**config.mk**
```make
export PLATFORM = sky130hd
export DESIGN_NAME = resp_multibulk_parser
export DESIGN_NICKNAME = d
export VERILOG_FILES = /design/src/rtl/rmbp_pkg.sv /design/src/rtl/rmbp_num.sv /design/src/rtl/rmbp_seq.sv /design/src/rtl/resp_multibulk_parser.sv
export SDC_FILE = /design/constraint.sdc
export NUM_CORES = 1
export LEC_CHECK = 0
export BUFFER_PORTS_ARGS = -buffer_cell sky130_fd_sc_hd__clkbuf_2
export CAP_MARGIN = 20
export CORE_MARGIN = 3
export CORE_UTILIZATION = 35
export DETAILED_ROUTE_END_ITERATION = 8
export SYNTH_ARGS = -nofsm -noshare
export SYNTH_HDL_FRONTEND = slang
export SYNTH_HIERARCHICAL = 1
export SYNTH_SLANG_ARGS = --single-unit
```
**constraint.sdc**
```tcl
create_clock -name clk_i -period 10.02 [get_ports clk_i]
set_input_delay 2.004 -clock clk_i [delete_from_list [all_inputs] [get_ports clk_i]]
set_output_delay 2.004 -clock clk_i [all_outputs]
set_load 0.01 [all_outputs]
```
**src/rtl/rmbp_pkg.sv**
```systemverilog
package rmbp_pkg;

  localparam int unsigned ARGS_W     = 21;
  localparam int unsigned LEN_W      = 32;
  localparam int unsigned MAG_W      = 64;
  localparam int unsigned CFG_IDX_W  = 1;
  localparam int unsigned CFG_DATA_W = 32;

  localparam logic [CFG_IDX_W-1:0] CFG_MAX_ARGS      = 1'b0;
  localparam logic [CFG_IDX_W-1:0] CFG_MAX_ARG_BYTES = 1'b1;

  localparam logic [ARGS_W-1:0] MAX_ARGS_RST      = 21'd65536;
  localparam logic [LEN_W-1:0]  MAX_ARG_BYTES_RST = 32'd536870912;

  localparam logic [7:0] CH_STAR   = 8'h2A;
  localparam logic [7:0] CH_DOLLAR = 8'h24;
  localparam logic [7:0] CH_CR     = 8'h0D;
  localparam logic [7:0] CH_LF     = 8'h0A;
  localparam logic [7:0] CH_SPACE  = 8'h20;
  localparam logic [7:0] CH_TAB    = 8'h09;
  localparam logic [7:0] CH_VT     = 8'h0B;
  localparam logic [7:0] CH_FF     = 8'h0C;
  localparam logic [7:0] CH_PLUS   = 8'h2B;
  localparam logic [7:0] CH_MINUS  = 8'h2D;
  localparam logic [7:0] CH_ZERO   = 8'h30;
  localparam logic [7:0] CH_NINE   = 8'h39;

  localparam logic [MAG_W-1:0] MAG_DIV10_LIMIT = 64'd922337203685477580;
  localparam logic [MAG_W-1:0] SIGN_MAG_LIMIT  = 64'h8000000000000000;

  typedef enum logic [2:0] {
    PH_STAR,
    PH_COUNT,
    PH_DOLLAR,
    PH_LENGTH,
    PH_PAYLOAD,
    PH_TRAILER
  } phase_e;

  typedef enum logic [2:0] {
    ERR_NONE,
    ERR_STAR,
    ERR_COUNT,
    ERR_DOLLAR,
    ERR_LENGTH,
    ERR_CRLF
  } err_e;

  typedef enum logic [1:0] {
    LINE_MORE,
    LINE_DONE,
    LINE_TOOLONG,
    LINE_BADCR
  } line_e;

  typedef struct packed {
    logic step;
    logic clear;
  } num_ctrl_t;

  typedef struct packed {
    line_e            res;
    logic             ok;
    logic             neg;
    logic [MAG_W-1:0] mag;
  } line_info_t;

  typedef struct packed {
    logic [7:0] data_byte;
    logic       data_valid;
    logic       arg_done;
    logic       cmd_done;
    err_e       error_code;
  } result_t;

endpackage

```
**src/rtl/rmbp_num.sv**
```systemverilog
module rmbp_num
  import rmbp_pkg::*;
#(
  parameter int unsigned NUM_FIELD_LIMIT = 32
) (
  input  logic       clk_i,
  input  logic       rst_ni,
  input  num_ctrl_t  ctrl_i,
  input  logic [7:0] byte_i,
  output line_info_t info_o
);

  localparam int unsigned FLEN_W = $clog2(NUM_FIELD_LIMIT + 1);
  localparam logic [FLEN_W-1:0] FLEN_MAX = FLEN_W'(NUM_FIELD_LIMIT);

  typedef enum logic [1:0] {
    SUB_EMPTY,
    SUB_WS,
    SUB_SIGN,
    SUB_DIGITS
  } sub_e;

  logic [MAG_W-1:0]  mag_q, mag_d;
  logic              neg_q, neg_d;
  sub_e              sub_q, sub_d;
  logic              ovf_q, ovf_d;
  logic [FLEN_W-1:0] flen_q, flen_d;
  logic              cr_q, cr_d;

  logic             is_digit, is_ws, is_sign;
  logic [MAG_W-1:0] prod;

  assign is_digit = (byte_i >= CH_ZERO) && (byte_i <= CH_NINE);
  assign is_ws    = (byte_i == CH_SPACE) || (byte_i == CH_TAB) || (byte_i == CH_LF) ||
                    (byte_i == CH_VT) || (byte_i == CH_FF);
  assign is_sign  = (byte_i == CH_PLUS) || (byte_i == CH_MINUS);
  assign prod     = (mag_q << 3) + (mag_q << 1) + {{(MAG_W-4){1'b0}}, byte_i[3:0]};

  always_comb begin
    if (cr_q) begin
      info_o.res = (byte_i == CH_LF) ? LINE_DONE : LINE_BADCR;
    end else if (byte_i == CH_CR) begin
      info_o.res = LINE_MORE;
    end else if (flen_q >= FLEN_MAX) begin
      info_o.res = LINE_TOOLONG;
    end else begin
      info_o.res = LINE_MORE;
    end
    info_o.ok  = !ovf_q && ((sub_q == SUB_EMPTY) || (sub_q == SUB_DIGITS));
    info_o.neg = neg_q;
    info_o.mag = mag_q;
  end

  always_comb begin
    mag_d  = mag_q;
    neg_d  = neg_q;
    sub_d  = sub_q;
    ovf_d  = ovf_q;
    flen_d = flen_q;
    cr_d   = cr_q;
    if (ctrl_i.clear) begin
      mag_d  = '0;
      neg_d  = 1'b0;
      sub_d  = SUB_EMPTY;
      ovf_d  = 1'b0;
      flen_d = '0;
      cr_d   = 1'b0;
    end else if (ctrl_i.step && !cr_q) begin
      if (byte_i == CH_CR) begin
        cr_d = 1'b1;
      end else if (flen_q < FLEN_MAX) begin
        flen_d = flen_q + 1'b1;
        if (!ovf_q) begin
          priority if (is_digit) begin
            sub_d = SUB_DIGITS;
            if (mag_q > MAG_DIV10_LIMIT) begin
              ovf_d = 1'b1;
            end else begin
              mag_d = prod;
              if (prod > SIGN_MAG_LIMIT) begin
                ovf_d = 1'b1;
              end
            end
          end else if (is_ws && (sub_q == SUB_EMPTY || sub_q == SUB_WS)) begin
            sub_d = SUB_WS;
          end else if (is_sign && (sub_q == SUB_EMPTY || sub_q == SUB_WS)) begin
            neg_d = (byte_i == CH_MINUS);
            sub_d = SUB_SIGN;
          end else begin
            ovf_d = 1'b1;
          end
        end
      end
    end
  end

  always_ff @(posedge clk_i or negedge rst_ni) begin
    if (!rst_ni) begin
      mag_q  <= '0;
      neg_q  <= 1'b0;
      sub_q  <= SUB_EMPTY;
      ovf_q  <= 1'b0;
      flen_q <= '0;
      cr_q   <= 1'b0;
    end else begin
      mag_q  <= mag_d;
      neg_q  <= neg_d;
      sub_q  <= sub_d;
      ovf_q  <= ovf_d;
      flen_q <= flen_d;
      cr_q   <= cr_d;
    end
  end

endmodule

```
**src/rtl/rmbp_seq.sv**
```systemverilog
module rmbp_seq
  import rmbp_pkg::*;
(
  input  logic              clk_i,
  input  logic              rst_ni,
  input  logic              step_i,
  input  logic [7:0]        byte_i,
  input  line_info_t        line_i,
  input  logic [ARGS_W-1:0] max_args_i,
  input  logic [LEN_W-1:0]  max_arg_bytes_i,
  output num_ctrl_t         num_o,
  output result_t           res_o
);

  phase_e            phase_q, phase_d;
  err_e              err_q, err_d;
  logic [ARGS_W-1:0] args_q, args_d;
  logic [LEN_W-1:0]  pay_q, pay_d;
  logic [1:0]        trl_q, trl_d;

  logic              live;
  logic [ARGS_W-1:0] args_dec;
  logic [LEN_W-1:0]  pay_dec;
  logic              count_ok, len_ok;

  assign live     = step_i && (err_q == ERR_NONE);
  assign args_dec = (args_q != '0) ? args_q - 1'b1 : args_q;
  assign pay_dec  = (pay_q != '0) ? pay_q - 1'b1 : pay_q;
  assign count_ok = line_i.ok && (line_i.neg || (line_i.mag <= MAG_W'(max_args_i)));
  assign len_ok   = line_i.ok && (line_i.neg ? (line_i.mag == '0)
                                             : (line_i.mag <= MAG_W'(max_arg_bytes_i)));

  always_comb begin
    phase_d          = phase_q;
    err_d            = err_q;
    args_d           = args_q;
    pay_d            = pay_q;
    trl_d            = trl_q;
    num_o.step       = 1'b0;
    num_o.clear      = 1'b0;
    res_o.data_byte  = '0;
    res_o.data_valid = 1'b0;
    res_o.arg_done   = 1'b0;
    res_o.cmd_done   = 1'b0;
    if (live) begin
      unique case (phase_q)
        PH_STAR: begin
          if (byte_i == CH_STAR) begin
            num_o.clear = 1'b1;
            phase_d     = PH_COUNT;
          end else begin
            err_d = ERR_STAR;
          end
        end
        PH_COUNT: begin
          num_o.step = 1'b1;
          unique case (line_i.res)
            LINE_TOOLONG: err_d = ERR_COUNT;
            LINE_BADCR:   err_d = ERR_CRLF;
            LINE_DONE: begin
              if (!count_ok) begin
                err_d = ERR_COUNT;
              end else if (line_i.neg || line_i.mag == '0) begin
                res_o.cmd_done = 1'b1;
                phase_d        = PH_STAR;
              end else begin
                args_d  = line_i.mag[ARGS_W-1:0];
                phase_d = PH_DOLLAR;
              end
            end
            LINE_MORE: ;
            default: ;
          endcase
        end
        PH_DOLLAR: begin
          if (byte_i == CH_DOLLAR) begin
            num_o.clear = 1'b1;
            phase_d     = PH_LENGTH;
          end else begin
            err_d = ERR_DOLLAR;
          end
        end
        PH_LENGTH: begin
          num_o.step = 1'b1;
          unique case (line_i.res)
            LINE_TOOLONG: err_d = ERR_LENGTH;
            LINE_BADCR:   err_d = ERR_CRLF;
            LINE_DONE: begin
              if (!len_ok) begin
                err_d = ERR_LENGTH;
              end else begin
                pay_d   = line_i.mag[LEN_W-1:0];
                trl_d   = 2'd2;
                phase_d = (line_i.mag[LEN_W-1:0] != '0) ? PH_PAYLOAD : PH_TRAILER;
              end
            end
            LINE_MORE: ;
            default: ;
          endcase
        end
        PH_PAYLOAD: begin
          res_o.data_byte  = byte_i;
          res_o.data_valid = 1'b1;
          pay_d            = pay_dec;
          if (pay_dec == '0) begin
            phase_d = PH_TRAILER;
          end
        end
        PH_TRAILER: begin
          if (trl_q > 2'd1) begin
            trl_d = trl_q - 1'b1;
          end else begin
            trl_d          = '0;
            res_o.arg_done = 1'b1;
            args_d         = args_dec;
            if (args_dec == '0) begin
              res_o.cmd_done = 1'b1;
              phase_d        = PH_STAR;
            end else begin
              phase_d = PH_DOLLAR;
            end
          end
        end
        default: phase_d = PH_STAR;
      endcase
    end
    res_o.error_code = err_d;
  end

  always_ff @(posedge clk_i or negedge rst_ni) begin
    if (!rst_ni) begin
      phase_q <= PH_STAR;
      err_q   <= ERR_NONE;
      args_q  <= '0;
      pay_q   <= '0;
      trl_q   <= '0;
    end else begin
      phase_q <= phase_d;
      err_q   <= err_d;
      args_q  <= args_d;
      pay_q   <= pay_d;
      trl_q   <= trl_d;
    end
  end

endmodule

```
**src/rtl/resp_multibulk_parser.sv**
```systemverilog
// Multibulk request parser: one raw request byte in, one result beat out.
// Input stream s_axis carries one request byte per beat. Output stream
// m_axis returns exactly one beat per input beat: the payload byte with
// its flags, argument end, request end (tlast) and the error code.
// Configuration writes (cfg_we_i, cfg_idx_i, cfg_data_i) set the argument
// count limit (index 0) and the argument length limit (index 1); write
// them only while the parser is idle.
// Each input beat passes through the input register, then the parse logic
// feeding the result register.
// Throughput: 1 beat per cycle when not stalled; the 64-bit multiply-by-ten
// accumulate of the count and length lines sits in the single parse stage.
// Reset: both stages empty, parser waits for '*', no error, limits return
// to 65536 arguments and 2^29 bytes.
// Stall: while m_axis_tready is low a full result register holds its beat;
// one more beat still enters the input register, then s_axis_tready drops.
// An error is sticky until reset; every later beat carries its code.
module resp_multibulk_parser
  import rmbp_pkg::*;
#(
  parameter int unsigned NUM_FIELD_LIMIT = 32
) (
  input  logic                  clk_i,
  input  logic                  rst_ni,
  input  logic                  s_axis_tvalid,
  output logic                  s_axis_tready,
  input  logic [7:0]            s_axis_tdata,   // [7:0] byte_req
  output logic                  m_axis_tvalid,
  input  logic                  m_axis_tready,
  output logic [7:0]            m_axis_tdata,   // [7:0] data_byte
  output logic [4:0]            m_axis_tuser,   // [0] data_valid, [1] arg_done, [4:2] error_code
  output logic                  m_axis_tlast,   // cmd_done
  input  logic                  cfg_we_i,
  input  logic [CFG_IDX_W-1:0]  cfg_idx_i,
  input  logic [CFG_DATA_W-1:0] cfg_data_i
);

  logic              in_v_q, in_v_d;
  logic [7:0]        in_byte_q;
  logic              out_v_q, out_v_d;
  result_t           out_q;
  logic [ARGS_W-1:0] max_args_q;
  logic [LEN_W-1:0]  max_arg_bytes_q;

  logic       out_free, fire, s_fire;
  num_ctrl_t  num_ctrl;
  line_info_t line_info;
  result_t    res;

  assign out_free      = !out_v_q || m_axis_tready;
  assign fire          = in_v_q && out_free;
  assign s_axis_tready = !in_v_q || out_free;
  assign s_fire        = s_axis_tvalid && s_axis_tready;

  rmbp_num #(
    .NUM_FIELD_LIMIT(NUM_FIELD_LIMIT)
  ) u_num (
    .clk_i (clk_i),
    .rst_ni(rst_ni),
    .ctrl_i(num_ctrl),
    .byte_i(in_byte_q),
    .info_o(line_info)
  );

  rmbp_seq u_seq (
    .clk_i          (clk_i),
    .rst_ni         (rst_ni),
    .step_i         (fire),
    .byte_i         (in_byte_q),
    .line_i         (line_info),
    .max_args_i     (max_args_q),
    .max_arg_bytes_i(max_arg_bytes_q),
    .num_o          (num_ctrl),
    .res_o          (res)
  );

  always_comb begin
    in_v_d = in_v_q;
    if (s_fire) begin
      in_v_d = 1'b1;
    end else if (fire) begin
      in_v_d = 1'b0;
    end
    out_v_d = out_v_q;
    if (fire) begin
      out_v_d = 1'b1;
    end else if (m_axis_tready) begin
      out_v_d = 1'b0;
    end
  end

  always_ff @(posedge clk_i or negedge rst_ni) begin
    if (!rst_ni) begin
      in_v_q          <= 1'b0;
      out_v_q         <= 1'b0;
      max_args_q      <= MAX_ARGS_RST;
      max_arg_bytes_q <= MAX_ARG_BYTES_RST;
    end else begin
      in_v_q  <= in_v_d;
      out_v_q <= out_v_d;
      if (cfg_we_i) begin
        unique case (cfg_idx_i)
          CFG_MAX_ARGS:      max_args_q      <= cfg_data_i[ARGS_W-1:0];
          CFG_MAX_ARG_BYTES: max_arg_bytes_q <= cfg_data_i[LEN_W-1:0];
          default: ;
        endcase
      end
    end
  end

  always_ff @(posedge clk_i) begin
    if (s_fire) begin
      in_byte_q <= s_axis_tdata;
    end
    if (fire) begin
      out_q <= res;
    end
  end

  assign m_axis_tvalid = out_v_q;
  assign m_axis_tdata  = out_q.data_byte;
  assign m_axis_tuser  = {out_q.error_code, out_q.arg_done, out_q.data_valid};
  assign m_axis_tlast  = out_q.cmd_done;

`ifndef SYNTHESIS
  a_err_clean: assert property (@(posedge clk_i) disable iff (!rst_ni)
    (m_axis_tvalid && m_axis_tuser[4:2] != 3'd0) |->
      (m_axis_tuser[1:0] == 2'b00 && !m_axis_tlast && m_axis_tdata == 8'd0))
    else $error("error beat carries payload or end flags");

  a_empty_ready: assert property (@(posedge clk_i) disable iff (!rst_ni)
    !m_axis_tvalid |-> s_axis_tready)
    else $error("input stalled while result register is empty");

  a_fire_fills: assert property (@(posedge clk_i) disable iff (!rst_ni)
    fire |=> m_axis_tvalid)
    else $error("parsed beat did not reach the result register");
`endif

endmodule

```
=== Word-level counts from Yosys, hierarchy flattened ===
Cells that the tools add are included.

* Register bits: 213
* Input bits: 46
* Output and inout bits: 16
* Logic and storage cells: 225

* Add/subtract/negate cells: 6
* Order comparisons: 9
* Equal/unequal tests: 34
* Multiplexer cells: 95
* Bitwise gates (word level): 1
* Reductions and logical operators: 59

{| class="wikitable"
|+ Operators by type and width
! kind !! count
|-
| $mux 64 || 7
|-
| $mux 21 || 5
|-
| $mux 32 || 3
|-
| $add 64x4->64 || 1
|-
| $add 64x64->64 || 1
|-
| $gt 64x60->1 const B || 1
|-
| $gt 64x64->1 const B || 1
|-
| $le 64x21->1 || 1
|-
| $le 64x32->1 || 1
|-
| $logic_not 64->1 || 1
|-
| $pmux 32 s2 || 1
|-
| $reduce_bool 32->1 || 2
|-
| $pmux 21 s2 || 1
|-
| $eq 8x4->1 const B || 5
|-
| $eq 8x6->1 const B || 5
|-
| $mux 3 || 13
|-
| $mux 2 || 19
|-
| $mux 1 || 35
|-
| $logic_not 32->1 || 1
|-
| $sub 32x1->32 const B || 1
|-
| $mux 6 || 4
|-
| $logic_not 21->1 || 1
|-
| $reduce_bool 21->1 || 1
|-
| $sub 21x1->21 const B || 1
|-
| 35 further kinds || 92
|}

=== Longest topological paths before layout ===
* Word-level depth: 13
* Gate-level depth with buffers: 16
* Mapped depth without buffers: 16

=== By module ===
Netlist, hierarchy kept.

{| class="wikitable"
|+ Modules (own cells, without submodules)
! module !! instances !! cells an instance !! area each (sq um) !! sequential area each (sq um)
|-
| rmbp_num || 1 || 1110 || 8790.9 || 1876.8
|-
| rmbp_seq || 1 || 825 || 6316.1 || 1526.5
|-
| resp_multibulk_parser || 1 || 143 || 2717.6 || 2039.5
|}

=== Least setup slack after synthesis ===
OpenSTA, ideal clock, no wires.

* Path type: input to register
* Start point: in m_axis_tready
* End point: reg u_num.mag_q[23]
* Setup time: 74 ps
* Arrival: 5593 ps
* Required time: 9946 ps
* Path slack: 4353 ps
* Cell stages on the path: 15
* Path buffers: 5
* Cells stage by stage: nand2b_1 and2_1 or4b_2 clkbuf_1 nor3_1 nor3b_1 nor2b_1 clkbuf_1 and2_0 clkbuf_1 and2_1 clkbuf_1 clkbuf_1 mux2i_1 nor2b_1

{| class="wikitable"
|+ RTL lines
! item !! RTL line !! RTL
|-
| start: declaration || resp_multibulk_parser.sv:28 || <nowiki>input logic m_axis_tready,</nowiki>
|-
| end signal: assignment || rmbp_num.sv:106 || <nowiki>mag_q <= mag_d;</nowiki>
|-
| end: declaration || rmbp_num.sv:23 || <nowiki>logic [MAG_W-1:0] mag_q, mag_d;</nowiki>
|}

=== Worst setup path in the final report ===
* Start point: reg u_num.mag_q[2]
* End point: reg u_num.ovf_q

* Longest elaborated chain between the ends: 11
* Elaborated cells on any way between the ends: 12
* Those cells by class: 2 x add/sub; 2 x order compare; 8 x mux

{| class="wikitable"
|+ Ends and longest elaborated chain
! item !! RTL line !! RTL
|-
| $add 64x64->64 || rmbp_num.sv:37 || <nowiki>assign prod = (mag_q << 3) + (mag_q << 1) + {{(MAG_W-4){1'b0}}, byte_i[3:0]};</nowiki>
|-
| $add 64x4->64 || rmbp_num.sv:37 ||
|-
| $gt 64x64->1 || rmbp_num.sv:80 || <nowiki>if (prod > SIGN_MAG_LIMIT) begin</nowiki>
|-
| $mux 1 || rmbp_num.sv:80 ||
|-
| $mux 1 (*) || rmbp_num.sv:76 || <nowiki>if (mag_q > MAG_DIV10_LIMIT) begin</nowiki>
|-
| $mux 1 (*) || rmbp_num.sv:74 || <nowiki>priority if (is_digit) begin</nowiki>
|-
| $mux 1 (*) || rmbp_num.sv:73 || <nowiki>if (!ovf_q) begin</nowiki>
|-
| $mux 1 (*) || rmbp_num.sv:71 || <nowiki>end else if (flen_q < FLEN_MAX) begin</nowiki>
|-
| $mux 1 (*) || rmbp_num.sv:69 || <nowiki>if (byte_i == CH_CR) begin</nowiki>
|-
| $mux 1 (*) || rmbp_num.sv:68 || <nowiki>end else if (ctrl_i.step && !cr_q) begin</nowiki>
|-
| $mux 1 (*) || rmbp_num.sv:61 || <nowiki>if (ctrl_i.clear) begin</nowiki>
|-
| end signal: assignment || rmbp_num.sv:109 || <nowiki>ovf_q <= ovf_d;</nowiki>
|-
| end: declaration || rmbp_num.sv:26 || <nowiki>logic ovf_q, ovf_d;</nowiki>
|}

Every way passes the cells marked *; elsewhere a longest branch is shown, timed or not. The select of a mux whose other input is x is not followed.
A chain may end at the register's enable or synchronous reset.

==> results.md <==
* DR iter-0 viols at 1417
* FF-to-FF Start: u_num/mag_q[2]
* Worst-case clock skew at 0.0301 ns
* Cts hold-fix bufs at 0
* Mapped Area at 17800 um2
* Synth area leaders: dfrtp_1, ha_1, a21oi_1, nor2_1, edfxtp_1
* Area growth syn-to-layout at 9.74%
* Max Freq at 0.171 GHz
* Max Cap Viol at 0
* Clock buffer depth at 3
* Vert. Die Dim at between 200 and 250 um
* CTS tree: built
* Core box area at roughly 50000 um2
* Max-slew violations at 0
* Total Wirelength at ~55000 um
* Setup CP Type: flip-flop to flip-flop
* Final setup margin at 4.18 ns
* R2R setup slack at 4.18 ns
* Class of the worst hold path: flip-flop to flip-flop
* CP Launch Point: u_num/mag_q[2]
* Post-route setup TNS at 0 ns
* FFs w/ async S/R, synth at 89.7%
* R2R depth at 16
* Hold Path Depth at 1
* DP HPWL at about 41000 um
* Met2 Use GR at about a third
* Final period utilization at a little under 60%
* Most Used Layer, Global Route: met2
* Yosys warns at 6
* RSZ-0062 raised after global routing: no
* VDD IR max at 120 uV
* Vias at 16300
* Ant diodes at 0
* Critical Path Fanout Max at 9
* Clock net sink count at about 210
* Yosys top cell by area: dfrtp_1
* PD cells at 189 nW/um2
* Fin. Hold Viols at 0
* Final Util at 38.9%
* Met1 Track Usage GR at 28.2%
* CTS Buf Count at 26
* Status: complete, no violations
* Rows at 82
* ANT nets after route at 0
* Post_cts resized at 0
* Initial Utilization at 35.5%
* Req. time, crit path at around 10 ns
* FILL cells at slightly above 5000
* Synth top area share at a little over a quarter
* WHS Endpoint: max_arg_bytes_q[26]
* # placed instances at 2730
* Post-synth cell types at about 100
* Root buffer cell: clkbuf_16
* DRC viols at 0
* Setup crit end kind: flip-flop
* Most used DFF post-synth: dfrtp_1
* Slew headroom at 28.0%
* Worst slack at placement at ~3.8 ns
* Lkg Pwr at 0.00861 uW
* Avg Inst Size Synth at between 8 and 9 um2
* Synth Instances at approximately 2100
* # setup viols final at 0
* Nets@finish at approximately 2300
* Synthesized net count at between 2000 and 2500
* Vias in the first global route at 15800
* Grt total ovfl at 0
* Worst-path clk slew at 0.06 ns
* Routed vias/inst at 5.85
* Layout cells sized above 1 at a little under a tenth
* Startpoint Class: flip-flop
* Port Buffers at 61
* DR WL/cell at between 15 and 20 um
* M3 GR Usage at under 10%
* Final Non-Filler Cells at about 2800
* H-Tree Level Count at 1
* Crit Reg-Reg Endpoint: u_num/ovf_q
* Initial antenna violation count at 0
* Post-synth EDFFs at 22
* GPL Wtd Cong at 0.942
* Total GRT Usage at about 20%
* Measured slew at the worst slew-check pin at approximately 1.1 ns
* Die Wd at 232 um
* Largest net degree at the start of global routing at approximately 80
* Sequential fraction of the synthesis area at between 30% and 40%
* Die footprint at ~54000 um2
* First-pass GRT wire length at about 90000 um
* Data arrival time of the critical path at a little over 6 ns
* Clock Latency Late Sink at between 0.5 and 0.6 ns
* Num ports at 62
* Post-CTS Setup Inserts at 0
* Detailed Routing Iterations Pass 1 at 5
* Hold Startpoint: max_arg_bytes_q[26]
* Register bit total from synthesis at ~210
* Final Critical Period at 5.84 ns
[layer usage]
layer | part of all wire [%] | up-vias | wire length (um)
met4 | 3.1 | 0 | 1700
met5 | 0 | - | 0
met1 | 45 | 7889 | 25000
li1 | - | 7748 | -
met3 | 5.5 | 101 | 3050
met2 | 46 | 514 | 25700
[layout by cell type (no fill, tap or decap), drive strengths merged, types with 9 or more instances in the layout]
master,netlist,final
or2,9,9
clkinv,1,10
a21oi,172,172
and2,14,14
nor2b,33,33
o211ai,24,24
a21boi,9,9
and3,15,15
o21ai,97,97
nand3,40,40
o221a,9,9
or4,22,22
a22oi,10,10
o21a,18,18
nand2,154,154
buf,32,17
ha,183,183
mux2,53,53
xor2,41,41
mux2i,58,58
or3,18,18
a2111oi,10,10
edfxtp,22,22
o22a,16,16
a21o,20,20
nor3,73,73
inv,115,115
nand2b,20,20
dfrtp,189,189
nand4,62,62
a211oi,20,20
a31oi,32,32
nor2,207,207
nor4,52,52
xnor2,38,38
clkbuf,64,97
o22ai,13,13
[layout make-up]
cell class              instances  area [um2]  area share [%]
multi-input cells            1653       11500            58.8
clock inverters                12         150           0.768
well taps                     672         841            4.30
inverters                     116         435            2.23
flip-flops and latches        213        5440            27.8
repair buffers                 78         469            2.40
clock buffers                  36         728            3.72
[report_power, final]
part	internal, uW	switching [uW]	total [uW]
sequential	1010	232	1240
clock	585	395	980
combinational	580	905	1490
[critical path: stages (launching register included)]
cell and delay (ns):
dfrtp_1 0.69, inv_1 0.15, fa_1 0.57, inv_1 0.06
ha_1 0.30, a211oi_1 0.37, o21ai_1 0.15, a21oi_1 0.40
a211o_1 0.32, and3b_2 0.25, o21ai_1 0.09, xor2_1 0.18
or4_1 0.58, or4_1 0.53, or4_1 0.57, o31ai_1 0.33
a311oi_1 0.14
[flip-flops by register name, summed over array words and instances (netlist names)]
signal	cells
in_byte_q	8
in_v_q	1
m_axis_tdata	8
m_axis_tlast	1
m_axis_tuser	5
m_axis_tvalid	1
max_arg_bytes_q	32
max_args_q	21
u_num/cr_q	1
u_num/flen_q	6
u_num/mag_q	64
u_num/neg_q	1
u_num/ovf_q	1
u_num/sub_q	2
u_seq/args_q	21
u_seq/err_q	3
u_seq/pay_q	32
u_seq/phase_q	3
u_seq/trl_q	2
[through the flow]
| step | hold slack, ns | cell area, um2 | power [uW] |
|---|---|---|---|
| after floorplan | 0.449 | 17800 | 2280 |
| after global placement | 0.472 | 18600 | 2680 |
| after detailed placement | 0.481 | 18600 | 2710 |
| after CTS | 0.495 | 19500 | 3710 |
| after global routing | 0.504 | 19600 | 3960 |
| final | 0.492 | 19600 | 3700 |
[kinds of logic (layout without fill, tap and decap cells)]
family / Yosys count / count (layout) / share of synthesized area (%)
AND/OR/NAND/NOR: 758 / 758 / 21.8
AO/OA/AOI/OAI: 520 / 520 / 18.9
flip-flops: 213 / 213 / 30.5
buffers and inverters: 212 / 242 / 5.15
adder cells (fa/ha/maj): 185 / 185 / 13.1
multiplexers: 111 / 111 / 6.61
XOR/XNOR: 79 / 79 / 3.88
[synth_stat cells (7+ instances only)]
library cell	count
nor2_1	206
clkbuf_1	60
nor2b_1	33
nor4b_1	8
a211oi_1	20
o21ai_0	88
o22a_1	16
o211ai_1	23
o221a_2	9
buf_2	13
a2111oi_0	10
and3_1	14
xor2_1	41
nor3b_1	7
nor4_1	49
xnor2_1	38
and2_1	11
o22ai_1	13
a21o_1	20
dfrtp_1	189
nand2b_1	20
nand3_1	39
a31oi_1	32
nand4_1	62
mux2_1	31
a22oi_1	10
ha_1	183
or4_1	17
inv_1	115
buf_4	8
a21oi_1	166
mux2i_1	58
o21a_1	18
edfxtp_1	22
nor3_1	72
or3_1	15
mux2_2	22
o21ai_1	8
a311oi_1	7
nand2_1	154
[worst max path at each step]
stage / endpoint / slack (ns) / cells after the start
2_1_floorplan: u_num/mag_q[23] / 4.35 / 15
3_3_place_gp: u_num/mag_q[18] / 3.91 / 12
3_5_place_dp: u_num/mag_q[26] / 3.79 / 12
4_1_cts: u_num/ovf_q / 4.22 / 16
5_1_grt: u_num/ovf_q / 3.92 / 16
6_report: u_num/ovf_q / 4.18 / 16
Power figures use the tool's default switching activity.
